$ cat config.mk
export PLATFORM = sky130hd
export DESIGN_NAME = ialu_div_cell
export DESIGN_NICKNAME = d
export VERILOG_FILES = /design/src/design/ialu_pkg.sv /design/src/design/ialu_div_cell.sv
export SDC_FILE = /design/constraint.sdc
export NUM_CORES = 1
export LEC_CHECK = 0
export BUFFER_PORTS_ARGS = -buffer_cell sky130_fd_sc_hd__buf_2
export CAP_MARGIN = 20
export CORE_AREA = 2 2 136 138
export CTS_CLUSTER_DIAMETER = 80
export DETAILED_ROUTE_END_ITERATION = 10
export DIE_AREA = 0 0 138 140
export HOLD_SLACK_MARGIN = 0.05
export PLACE_DENSITY = 0.74
export SYNTH_ARGS = -nofsm -noshare
export SYNTH_HDL_FRONTEND = slang
export SYNTH_SLANG_ARGS = --single-unit
$ cat constraint.sdc
create_clock -name clk -period 6.7 [get_ports clk]
set_clock_uncertainty 0.1 [all_clocks]
set_input_delay 0.67 -clock clk [delete_from_list [all_inputs] [get_ports clk]]
set_output_delay 0.67 -clock clk [all_outputs]
set_load 0.03 [all_outputs]
$ cat src/design/ialu_pkg.sv
package ialu_pkg;

  localparam int unsigned W = 32;
  localparam int unsigned CELLS = W;

  typedef enum logic [3:0] {
    ACT_ADD  = 4'd0,
    ACT_SUB  = 4'd1,
    ACT_CMP  = 4'd2,
    ACT_SHL  = 4'd3,
    ACT_SHR  = 4'd4,
    ACT_SAR  = 4'd5,
    ACT_MUL  = 4'd6,
    ACT_MULU = 4'd7,
    ACT_DIV  = 4'd8,
    ACT_DIVU = 4'd9,
    ACT_OR   = 4'd10,
    ACT_AND  = 4'd11,
    ACT_XOR  = 4'd12,
    ACT_NOT  = 4'd13
  } act_t;

  localparam logic [W-1:0] MSB32 = 32'h8000_0000;
  localparam logic [W-1:0] ALL32 = 32'hFFFF_FFFF;

  // one division cell's payload
  typedef struct packed {
    logic          valid;
    logic [3:0]    act;
    logic          neg_q;
    logic          neg_r;
    logic          special;
    logic [W-1:0]  divisor;
    logic [W-1:0]  rem;
    logic [W-1:0]  quo;
    logic [W-1:0]  res;
    logic [W-1:0]  hi;
    logic          wr;
    logic          wh;
    logic          ov;
    logic          cy;
    logic          fu;
    logic          dz;
  } cell_t;

endpackage

$ cat src/design/ialu_div_cell.sv
module ialu_div_cell
  import ialu_pkg::*;
(
  input  logic  clk,
  input  logic  rst_n,
  input  logic  en,
  input  cell_t cell_in,
  output cell_t cell_out
);

  cell_t        cell_r;
  cell_t        cell_nxt;
  logic [W:0]   trial;
  logic [W:0]   shifted;

  // one restoring step: shift in next dividend bit, try subtract
  assign shifted = {cell_in.rem, cell_in.quo[W-1]};
  assign trial   = shifted - {1'b0, cell_in.divisor};

  always_comb begin
    cell_nxt = cell_in;
    if (trial[W]) begin
      cell_nxt.rem = shifted[W-1:0];
      cell_nxt.quo = {cell_in.quo[W-2:0], 1'b0};
    end else begin
      cell_nxt.rem = trial[W-1:0];
      cell_nxt.quo = {cell_in.quo[W-2:0], 1'b1};
    end
  end

  always_ff @(posedge clk) begin
    if (!rst_n) begin
      cell_r.valid <= 1'b0;
    end else if (en) begin
      cell_r <= cell_nxt;
    end
  end

  assign cell_out = cell_r;

endmodule

# Word-level counts from Yosys, hierarchy flattened
# Cells that the tools add are included.
word_totals:
  reg_bits: 174
  latch_bits: 0
  ram_bits: 0
  mem_bits_ro: 0
  in_bits: 177
  out_inout_bits: 174
  wordCells: 19
  n_memories: 0
classes:
  n_addsub: 1
  n_mul: 0
  n_div: 0
  n_lt_le_gt_ge: 0
  eq_ne: 0
  n_shift: 0
  mux: 1
  n_bitwise: 0
  n_reduce_logical: 1
ops:
  columns: ["operator", "n"]
  rows:
  - ["$mux 64", 1]
  - ["$sub 33x32->33", 1]
  - ["$reduce_and 2->1", 1]

# Longest topological paths before layout
logic_depth:
  ltp_word: 2
  mapped_depth: 12
  ltp_nobuf: 11

# Worst setup path after synthesis
# No wires, ideal clock.
synth_path:
  path_kind: "input port to flip-flop"
  from: "input port en"
  to: "register cell_r, in the netlist cell_out[0], enable pin"
  setup_time_ns: 0.553
  arrival_time_ns: 4.606
  t_required_ns: 6.047
  path_slack_ns: 1.441
  cell_stages: 1
  path_buffers: 0
  cell_sequence: "and2_1"
synth_between:
  elab_chain_cells: 1
synth_lines:
  columns: ["item", "line_no", "source"]
  rows:
  - ["start: declaration", "ialu_div_cell.sv:6", "input logic en,"]
  - ["$reduce_and 2->1 (no line)", null, null]
  - ["end signal: assignment", "ialu_div_cell.sv:35", "cell_r <= cell_nxt;"]
  - ["end: declaration", "ialu_div_cell.sv:11", "cell_t cell_r;"]
# Every way passes these cells.
# A chain may end at the register's enable or synchronous reset.

==> tab_implementation.tex <==
\begin{tabular}{lr}
\hline
Metric & Value \\
\hline
\multicolumn{2}{l}{\textbf{Status}} \\
\quad Status & finished, final reports clean \\
\multicolumn{2}{l}{\textbf{Final layout}} \\
\quad Final \#Nets & 1092 \\
\quad Fraction of final layout cells with drive strength greater than 1 & 0.469 \\
\quad Largest register FFs & $\sim$170 \\
\quad Share of the core filled with cells in the final layout & 0.580 \\
\quad Layout-stage area growth over the synthesis result & 33.5\% \\
\multicolumn{2}{l}{\textbf{Synth}} \\
\quad Cell with the most instances after synthesis & edfxtp\_1 \\
\quad Cell types occupying the most area after synthesis & edfxtp\_1 67\%, ha\_1 5.2\%, mux2\_4 4.9\%, a21oi\_1 2.5\%, inv\_1 1.8\% \\
\quad Share of the synthesized area in the top cell type & 0.672 \\
\quad Most used DFF post-synth & edfxtp\_1 \\
\quad Area of the mapped netlist & between 7000 and 8000 um2 \\
\quad Count of flip-flops with a built-in enable after synthesis & 173 \\
\quad Gate count of the mapped netlist & approximately 520 \\
\quad Distinct cell type count of the synthesized netlist & 50 \\
\quad Proportion of synthesized chip area in sequential cells & 0.675 \\
\quad Number of warnings reported in the yosys synthesis log & 0 \\
\quad Avg Inst Size Synth & 14.8 um2 \\
\quad Library cell with the largest summed area after synthesis & edfxtp\_1 \\
\quad Ranking of synthesized cells by instance count & 173 x edfxtp\_1, 38 x a21oi\_1, 38 x inv\_1 \\
\quad Async S/R FF share, synth & 0 \\
\quad Synth Register Bits & 174 \\
\quad Post-synthesis net count & 731 \\
\multicolumn{2}{l}{\textbf{Worst setup path}} \\
\quad Critical path buffers and inverters & 3 \\
\quad CP max FO & 23 \\
\quad Largest stage delay on the critical path & 0.71 ns \\
\quad Category of cells accounting for the largest share of critical-path delay & simple AND/OR/NAND/NOR gates \\
\quad Worst-case reg-to-reg path depth & 2 \\
\quad Kind of launch point of the worst setup path & input pin \\
\quad Register-to-register path setup slack & between 5 and 6 ns \\
\quad Source of the worst register-to-register timing path & cell\_out[173] \\
\quad Cell-by-cell listing of the critical path & buf\_2 -> inv\_1 -> ha\_1 -> fa\_1 -> nand2b\_1 -> a21oi\_1 -> o211ai\_1 -> a21oi\_1 -> o31a\_2 -> mux2i\_1 -> nor2\_4 -> buf\_4 -> mux2\_4 \\
\quad Cell with the most instances on the worst path & a21oi\_1 \\
\quad Worst setup EP type & flop \\
\quad CP Class & input pin to flop \\
\quad Terminus of the critical flop-to-flop path & cell\_out[173] \\
\quad Cell with the largest stage delay on the worst path & nor2\_4 \\
\quad CP Data Arrival Time & 3.95 ns \\
\quad Data required, critical path & between 6 and 7 ns \\
\multicolumn{2}{l}{\textbf{Clocking}} \\
\quad Clock buffers created by TritonCTS & 17 \\
\quad CTS tree & yes \\
\quad Clock Latency Late Sink & 0.42 ns \\
\quad Maximum level of the CTS H-tree & 4 \\
\quad Buffer count from post-CTS setup fixing & 0 \\
\quad Number of clock sinks & 174 \\
\quad CTS clock-pin slew for the worst setup and hold paths & 0.08 ns \\
\quad Gates resized, CTS repair & 0 \\
\quad Number of buffers on the longest clock path & 2 \\
\quad Root buffer cell & clkbuf\_16 \\
\quad Count of hold-fix buffers inserted at cts & 0 \\
\multicolumn{2}{l}{\textbf{Drt}} \\
\quad Vias/cell & just over 5 \\
\quad Residual antenna-violating net count after detailed routing & 0 \\
\quad Initial DRC count & 442 \\
\quad Detailed Route WL & 22200 um \\
\quad Final routed DRC violation total & 0 \\
\quad Via count & between 5000 and 6000 \\
\quad Post-DR wirelength/cell & 19.7 um \\
\quad DRT Pass-1 Iters & 7 \\
\multicolumn{2}{l}{\textbf{Power and ir drop}} \\
\quad Peak supply drop & around 190 uV \\
\quad Pwr/cell area & 280 nW/um2 \\
\quad Static Leak & 0.00460 uW \\
\multicolumn{2}{l}{\textbf{Floorplanning}} \\
\quad Core footprint & 17800 um2 \\
\quad Die Y-Extent & 140 um \\
\quad Placement row count & 49 \\
\quad Initial core utilization & 0.434 \\
\quad Die W & roughly 140 um \\
\quad Number of I/O pins & approximately 350 \\
\quad Die outline area & 19300 um2 \\
\multicolumn{2}{l}{\textbf{Timing}} \\
\quad Share of the cycle needed by the critical path after routing & 0.578 \\
\quad Minimum clock period after layout & 3.87 ns \\
\quad Final hold violation count & 0 \\
\quad Sum of negative setup slack & 0 ns \\
\quad Transition at the pin with the smallest max-transition slack & 0.936 ns \\
\quad Count of final setup violators & 0 \\
\quad Maximum operating frequency & 0.258 GHz \\
\quad RSZ-0062 raised after global routing & false \\
\quad Number of max-slew violations in the final report & 0 \\
\quad Worst slew margin relative to its limit & 0.376 \\
\multicolumn{2}{l}{\textbf{Global routing}} \\
\quad Global route total overflow & 0 \\
\quad Number of antenna violations at the first check in global routing & 8 \\
\quad First-pass GRT wire length & 33000 um \\
\quad Largest net degree at the start of global routing & 72 \\
\quad All-layer global routing usage & 0.226 \\
\quad Number of global-route vias before repair & 5757 \\
\multicolumn{2}{l}{\textbf{Place}} \\
\quad Detailed placer's ending HPWL & 17400 um \\
\quad Final estimated routing congestion in global placement & 0.850 \\
\quad I/O Buffers & 350 \\
\multicolumn{2}{l}{\textbf{Worst hold path}} \\
\quad Instance count along the most critical hold path & 1 \\
\quad Hold Crit Start & cell\_in[91] \\
\quad Path class of the lowest-slack min-delay path & input pin to flop \\
\quad Worst min-delay path endpoint & cell\_out[92] \\
\multicolumn{2}{l}{\textbf{Flow run}} \\
\quad Max-cap violation count & 0 \\
\hline
\end{tabular}
## per-stage QoR
stage | area, um2 | hold WS (ns) | setup slack (ns) | power, uW | cells
after floorplan | 7720 | 0.540 | 1.44 | 1760 | 521
after global placement | 9730 | 0.407 | 2.44 | 1940 | 1092
after detailed placement | 9730 | 0.434 | 2.33 | 1950 | 1092
after CTS | 10300 | 0.287 | 2.79 | 2910 | 1124
after global routing | 10300 | 0.285 | 2.61 | 3000 | 1125
final | 10300 | 0.311 | 2.83 | 2890 | 1129
## worst register-to-register path, stage by stage, from the launching register on
cell and delay [ns]:
dfxtp_1 0.32, mux2i_1 0.14, nor2b_1 0.06
## cells in the final DEF (no fill, tap or decap), types with 10 or more instances in the layout
cell type / netlist / layout
xor2_1: 10 / 10
ha_1: 32 / 32
edfxtp_1: 173 / 173
inv_1: 38 / 38
a21oi_1: 38 / 38
o21ai_0: 17 / 17
buf_2: 2 / 350
clkbuf_16: 0 / 17
a21o_1: 18 / 18
nor2_1: 18 / 18
mux2_4: 25 / 25
nand3_1: 10 / 10
xnor2_1: 13 / 13
nand2_1: 27 / 27
## power breakdown
part	leakage, uW	internal [uW]	switching [uW]
Combinational	0.00268	226	383
Sequential	0.00163	1300	19.5
Clock	0.000280	496	467
## cell type report
type / count / area (um2)
diodes: 5 / 12.5
clock buffers: 17 / 425
clock inverters: 15 / 153
fillers: 1525 / 7460
inverters: 38 / 143
multi-input cells: 298 / 2310
flip-flops and latches: 174 / 5220
well taps: 229 / 287
repair buffers: 353 / 1770
## cells by family (layout without fill, tap and decap cells)
group           after synthesis  count (layout)  share of synthesized area
flops                       174             174                      0.675
compound gates              107             107                     0.0886
simple gates                101             101                     0.0679
buf+inv                      49             423                     0.0272
mux                          34              34                     0.0607
fa+ha+maj                    33              33                     0.0544
xor+xnor                     23              23                     0.0261
other cells                   0               5                          0
## worst max-delay path by stage
stage,startpoint,endpoint,slack (ns),cells after the start
3_5_place_dp,cell_in[101],cell_out[115],2.33,13
2_1_floorplan,en,cell_out[0],1.44,1
4_1_cts,cell_in[101],cell_out[115],2.79,13
3_3_place_gp,cell_in[101],cell_out[115],2.44,13
5_1_grt,cell_in[101],cell_out[109],2.61,13
6_report,cell_in[101],cell_out[115],2.83,13
## layer usage
| metal | vias to the layer above | share of wire | GRT usage |
|---|---|---|---|
| li1 | 2711 | - | - |
| met1 | 2731 | 0.39 | 0.270 |
| met2 | 216 | 0.50 | 0.385 |
| met3 | 29 | 0.091 | 0.0797 |
| met4 | 4 | 0.018 | 0.0682 |
| met5 | - | 0.0012 | 0 |
Note: power is estimated with default switching activity, not from simulation.
