### src/design/ialu_pkg.sv
package ialu_pkg;

  localparam int unsigned W = 32;
  localparam int unsigned CELLS = W;

  typedef enum logic [3:0] {
    ACT_ADD  = 4'd0,
    ACT_SUB  = 4'd1,
    ACT_CMP  = 4'd2,
    ACT_SHL  = 4'd3,
    ACT_SHR  = 4'd4,
    ACT_SAR  = 4'd5,
    ACT_MUL  = 4'd6,
    ACT_MULU = 4'd7,
    ACT_DIV  = 4'd8,
    ACT_DIVU = 4'd9,
    ACT_OR   = 4'd10,
    ACT_AND  = 4'd11,
    ACT_XOR  = 4'd12,
    ACT_NOT  = 4'd13
  } act_t;

  localparam logic [W-1:0] MSB32 = 32'h8000_0000;
  localparam logic [W-1:0] ALL32 = 32'hFFFF_FFFF;

  // one division cell's payload
  typedef struct packed {
    logic          valid;
    logic [3:0]    act;
    logic          neg_q;
    logic          neg_r;
    logic          special;
    logic [W-1:0]  divisor;
    logic [W-1:0]  rem;
    logic [W-1:0]  quo;
    logic [W-1:0]  res;
    logic [W-1:0]  hi;
    logic          wr;
    logic          wh;
    logic          ov;
    logic          cy;
    logic          fu;
    logic          dz;
  } cell_t;

endpackage

### src/design/ialu_mul.sv
module ialu_mul
  import ialu_pkg::*;
(
  input  logic         clk,
  input  logic         en,
  input  logic [W-1:0] operand_a,
  input  logic [W-1:0] operand_b,
  output logic [63:0]  prod_u
);

  // 16x32 partial products, summed one stage later
  logic [47:0] pp_lo_r;
  logic [47:0] pp_hi_r;

  always_ff @(posedge clk) begin
    if (en) begin
      pp_lo_r <= {16'd0, operand_b} * {32'd0, operand_a[15:0]};
      pp_hi_r <= {16'd0, operand_b} * {32'd0, operand_a[31:16]};
    end
  end

  assign prod_u = {16'd0, pp_lo_r} + {pp_hi_r, 16'd0};

endmodule

### config.mk
export PLATFORM = sky130hd
export DESIGN_NAME = ialu_mul
export DESIGN_NICKNAME = d
export VERILOG_FILES = /design/src/design/ialu_pkg.sv /design/src/design/ialu_mul.sv
export SDC_FILE = /design/constraint.sdc
export NUM_CORES = 2
export LEC_CHECK = 0
export BUFFER_PORTS_ARGS = -buffer_cell sky130_fd_sc_hd__buf_4
export CORE_ASPECT_RATIO = 0.9
export CORE_MARGIN = 2
export CORE_UTILIZATION = 60
export CTS_CLUSTER_DIAMETER = 100
export DETAILED_ROUTE_END_ITERATION = 8
export MAX_ROUTING_LAYER = met4
export PLACE_DENSITY = 0.75
export SYNTH_ARGS = -nofsm -noshare
export SYNTH_HDL_FRONTEND = slang
export SYNTH_SLANG_ARGS = --single-unit
### constraint.sdc
create_clock -name clk -period 19.74 [get_ports clk]
set_clock_uncertainty 0.2 [all_clocks]
set_input_delay 0.987 -clock clk [delete_from_list [all_inputs] [get_ports clk]]
set_output_delay 0.987 -clock clk [all_outputs]
set_load 0.01 [all_outputs]
Word level (Yosys, flattened, before mapping):

Index checks and enable logic that the tools add are counted.

* equality and inequality tests: 0
* $lt $le $gt $ge: 0
* shift-type cells: 0
* bitwise logic cells: 0
* add/sub/neg operators: 1
* multipliers: 2
* multiplexer cells: 0
* divide/modulo/power cells: 0
* reductions and logical operators: 0

Operators by type and width (number)
* 32-bit by 16-bit multiplier with 48-bit output: 2
* 48-bit by 64-bit adder with 64-bit output: 1

* latch bits: 0
* input bits: 66
* memory bits (read-only): 0
* word-level logic and storage cells: 5
* bits in writable memories: 0
* register bits: 96
* memories kept: 0
* output and inout port bits: 64

Logic depth before layout (Yosys ltp):

* word-level depth: 1
* mapped depth: 25
* depth with buffers taken out: 23

Worst setup path before layout:

No wires, ideal clock.

* path type: input port to flip-flop
* start: input operand_a[17]
* end: register pp_hi_r[47] (data pin)
* slack: 12671 ps
* cell stages on the path: 22
* library setup time: 255 ps
* path buffers: 2
* required time: 19285 ps
* arrival: 6614 ps
* cells stage by stage: clkbuf_1 > nand2_1 > fa_1 > fa_1 > fa_1 > inv_1 > fa_1 > fa_1 > inv_1 > fa_1 > inv_1 > ha_1 > buf_2 > a21oi_1 > o211ai_1 > a32oi_1 > o211ai_2 > o21ai_2 > o21ba_2 > a31oi_1 > or4_1 > and3_1

* cells in the longest elaborated chain, start to end: 1

RTL lines
* from (decl): RTL line ialu_mul.sv:6 `input logic [W-1:0] operand_a,`
* 32-bit by 16-bit multiplier with 48-bit output: RTL line ialu_mul.sv:18 `pp_hi_r <= {16'd0, operand_b} * {32'd0, operand_a[31:16]};`
* to (signal assigned): RTL line ialu_mul.sv:18
* to (decl): RTL line ialu_mul.sv:13 `logic [47:0] pp_hi_r;`

Every way passes these cells.
A chain may end at the register's enable or synchronous reset.

Worst setup path in the final report:

* start: input operand_b[12]
* end: register pp_hi_r[47] (data pin)

* cells in the longest elaborated chain, start to end: 1

RTL lines
* from (decl): RTL line ialu_mul.sv:7 `input logic [W-1:0] operand_b,`
* 32-bit by 16-bit multiplier with 48-bit output: RTL line ialu_mul.sv:18

Every way passes these cells.

==> reports/summary.txt <==
SETUP PATH
-----------------------------------------------------------------------------------------
Count of buffer and inverter cells on the critical path                                 4
Delay of the slowest cell on the worst path                                        530 ps
Critical path endpoint category                                                 flip-flop
Arrival @ worst endpoint                                                          7530 ps
Largest delay contributor family on the critical path                         adder cells
Data required time of the critical path                                          19690 ps
Most common cell on crit path                                                sky130_fd_sc_hd__fa_1
Slowest cell on the critical path                                            sky130_fd_sc_hd__fa_1
Cell-by-cell trace of the critical path                                      buf_4 -> nand2_1 -> fa_1 -> fa_1 -> fa_1 -> inv_1 -> fa_1 -> fa_1 -> inv_1 -> fa_1 -> inv_1 -> ha_1 -> a21oi_1 -> o211ai_1 -> a32oi_1 -> o211ai_2 -> o21ai_2 -> o21ba_2 -> a31oi_1 -> or4_1 -> and3_1
Worst-path maximum fanout                                                              32
Classification of the worst setup path                                       primary input to flip-flop
Category of the worst setup path launch point                                primary input

FINAL LAYOUT
-----------------------------------------------------------------------------------------
Number of inserted filler cells in the final layout                                  5153
Layout cells sized above 1                                                         0.0409
Commonest cells after routing, fill and taps aside                           sky130_fd_sc_hd__inv_1, sky130_fd_sc_hd__fa_1, sky130_fd_sc_hd__nand2_1
Number of nets at the end of the flow                                                5230
Area added between synthesis and finish                                             3.51%
Leading cell type in the layout, fill and taps excluded                      sky130_fd_sc_hd__inv_1

SYNTH
-----------------------------------------------------------------------------------------
Most area-hungry cell type in the Yosys netlist                              sky130_fd_sc_hd__fa_1
Synth Cell Area                                                              0.0374 sq mm
Syn avg cell area                                                              8.98 sq um
Post-synthesis sequential element count                                                96
Most instantiated flip-flop cell in the synthesis netlist                    sky130_fd_sc_hd__edfxtp_1
Biggest area contributors in the synthesized netlist                         sky130_fd_sc_hd__fa_1, sky130_fd_sc_hd__ha_1, sky130_fd_sc_hd__inv_1, sky130_fd_sc_hd__edfxtp_1, sky130_fd_sc_hd__and2_1
Instance count of the mapped netlist                                                 4169
Share of Yosys cell area claimed by the top area cell type                          0.448
Proportion of register bits with asynchronous set or reset after synthesis              0
Total nets after synthesis                                                           5344
Count of distinct cell types in the synthesized netlist                                62
Synth warn                                                                              0
Post-synthesis sequential area ratio                                               0.0770
Number of synthesized flops with an enable pin                                         96

FLOORPLAN
-----------------------------------------------------------------------------------------
Die ar.                                                                      0.0644 sq mm
Die H                                                                              241 um
Number of placed I/O pins                                                             130
Initial core utilization                                                            0.609
Core box area                                                                0.0614 sq mm
# rows                                                                                 86
X dimension of the die                                                             267 um

STA
-----------------------------------------------------------------------------------------
Peak Freq                                                                         132 MHz
TNS Setup                                                                            0 ps
Slew headroom                                                                       0.426
Total of endpoints with negative setup slack in the final report                        0
Number of hold violations in the final report                                           0
Unrepaired setup endpoints after global routing                                        no
Shortest period the worst path allows                                             7580 ps
Slew at the pin closest to its max-slew limit                                      861 ps
Worst-case setup margin in the final layout                                      12160 ps
Fin. max-slew vios                                                                      0
Period utilization                                                                  0.384

CLOCK NETWORK
-----------------------------------------------------------------------------------------
Buffer cell driving the clock tree root                                      sky130_fd_sc_hd__clkbuf_16
Clock slew at the register clock pins of the worst setup and hold paths             90 ps
Clock tree from TritonCTS                                                           built
TritonCTS Sinks                                                                        96
Maximum clock insertion buffer count                                                    2
TritonCTS Buffers                                                                       9
Cts-stage hold buffer count                                                             0
Maximum level of the CTS H-tree                                                         3
Buffers inserted during post-CTS setup optimization                                     0
Post-cts sizing count                                                                   0

GLOBAL ROUTING
-----------------------------------------------------------------------------------------
Global router's overall resource usage                                              0.340
Global route total overflow                                                             0
Largest net degree at the start of global routing                                      65
Wire length of the first global-routing pass                                       163 mm
Number of antenna violations at the first check in global routing                       0
Via count of the first global-routing pass                                          30300

ROUTE
-----------------------------------------------------------------------------------------
Routed WL per cell                                                                20.3 um
TritonRoute pass-1 iters                                                                5
DR DRC count                                                                            0
DRC marker count from the first detailed-route iteration                             2422
Number of nets still failing antenna checks after routing                               0
Number of vias per cell                                                              5.73
Total wire length after detailed routing                                          99.5 mm
Vias after detailed routing                                                         28100

PLACEMENT
-----------------------------------------------------------------------------------------
Detailed-placement wirelength estimate                                            76.1 mm
Count of input and output buffers                                                     129
Final GP Congestion                                                                 0.960
Pre-CTS WS                                                                       11860 ps

HOLD PATH
-----------------------------------------------------------------------------------------
Hold-critical path depth                                                                1
Startpoint of the lowest-slack hold path                                               en
Worst Hold Endpoint                                                            pp_lo_r[1]
Kind of path behind the tightest hold check                                  primary input to flip-flop

FLOW RUN
-----------------------------------------------------------------------------------------
MaxCap Viol Count                                                                       0

RUN STATUS
-----------------------------------------------------------------------------------------
Outcome                                                                      finished, final reports clean

-- worst max-delay path by stage --
| stage | startpoint | to | slack (ps) | cells past startpoint |
|---|---|---|---|---|
| 6_report | operand_b[12] | pp_hi_r[47] | 12160 | 21 |
| 5_1_grt | operand_b[7] | pp_lo_r[46] | 11860 | 23 |
| 4_1_cts | operand_b[7] | pp_lo_r[46] | 12270 | 23 |
| 3_5_place_dp | operand_b[7] | pp_lo_r[46] | 11860 | 23 |
| 3_3_place_gp | operand_b[7] | pp_lo_r[46] | 11850 | 23 |
| 2_1_floorplan | operand_a[17] | pp_hi_r[47] | 12670 | 22 |
-- flip-flops by register name, indices dropped and copies added, names as in the netlist --
name / cells
pp_hi_r: 48
pp_lo_r: 48
-- synthesized netlist by cell type (3+ instances only) --
cell type                   count
sky130_fd_sc_hd__a2111oi_0      3
sky130_fd_sc_hd__a211oi_1       9
sky130_fd_sc_hd__a21boi_0       4
sky130_fd_sc_hd__a21o_1        82
sky130_fd_sc_hd__a21oi_1      120
sky130_fd_sc_hd__a21oi_2        3
sky130_fd_sc_hd__a221o_1        3
sky130_fd_sc_hd__a221oi_1       5
sky130_fd_sc_hd__a31oi_1       17
sky130_fd_sc_hd__a41oi_1        9
sky130_fd_sc_hd__and2_1       434
sky130_fd_sc_hd__and3_1        28
sky130_fd_sc_hd__and4_1         4
sky130_fd_sc_hd__buf_2          5
sky130_fd_sc_hd__buf_4         16
sky130_fd_sc_hd__clkbuf_1     234
sky130_fd_sc_hd__edfxtp_1      96
sky130_fd_sc_hd__fa_1         837
sky130_fd_sc_hd__ha_1         272
sky130_fd_sc_hd__inv_1        892
sky130_fd_sc_hd__nand2_1      667
sky130_fd_sc_hd__nand2b_1       7
sky130_fd_sc_hd__nand3_1       26
sky130_fd_sc_hd__nand4_1       29
sky130_fd_sc_hd__nor2_1        42
sky130_fd_sc_hd__nor2b_1       19
sky130_fd_sc_hd__nor3_1        18
sky130_fd_sc_hd__nor4_1         5
sky130_fd_sc_hd__o2111ai_1      7
sky130_fd_sc_hd__o211ai_1      13
sky130_fd_sc_hd__o21a_1         9
sky130_fd_sc_hd__o21ai_0       64
sky130_fd_sc_hd__o21ai_1        3
sky130_fd_sc_hd__o21ba_2        3
sky130_fd_sc_hd__o21bai_1      18
sky130_fd_sc_hd__or2_2          4
sky130_fd_sc_hd__xnor2_1       88
sky130_fd_sc_hd__xor2_1        43
-- area by class of cell --
type	count	area, sq um	share of cell area
multi-input combinational	2926	30200	0.779
antenna	1	2.50	0.0000646
sequential	96	2880	0.0744
inverter	892	3350	0.0864
clock buffer	9	225	0.00581
timing repair buffer	130	976	0.0252
clock inverter	7	88.8	0.00229
tap	836	1050	0.0270
-- routing by layer --
layer | track usage | vias to the layer above | wire (um) | part of all wire
met3 | 0.0689 | 215 | 9550 | 0.096
met5 | - | - | 0 | 0
met4 | 0.112 | 0 | 3390 | 0.034
li1 | - | 12300 | - | -
met2 | 0.528 | 1334 | 45800 | 0.46
met1 | 0.451 | 14300 | 40800 | 0.41
-- cell families after synthesis --
logic type                 Yosys count  share of synthesized area
and+or+nand+nor                   1289                      0.167
buffers and inverters             1147                      0.117
adders and majority gates         1109                      0.539
AOI/OAI and AO/OA                  395                     0.0693
xor gates and xnor gates           131                     0.0307
DFF                                 96                     0.0770
muxes                                2                   0.000535
-- per-stage QoR --
stage          cells  utilization  cell area, sq um  hold slack, ps
2_1_floorplan   4169            -             37400             899
3_3_place_gp    4880        0.625             38400            1190
3_5_place_dp    4880        0.625             38400            1200
4_1_cts         4896        0.631             38700             871
5_1_grt         4896        0.631             38700             895
6_report        4897        0.631             38700             881
Power is left out: the tool's default activity adds up to more than one toggle a clock period on the data nets, which glitch-free logic cannot reach.
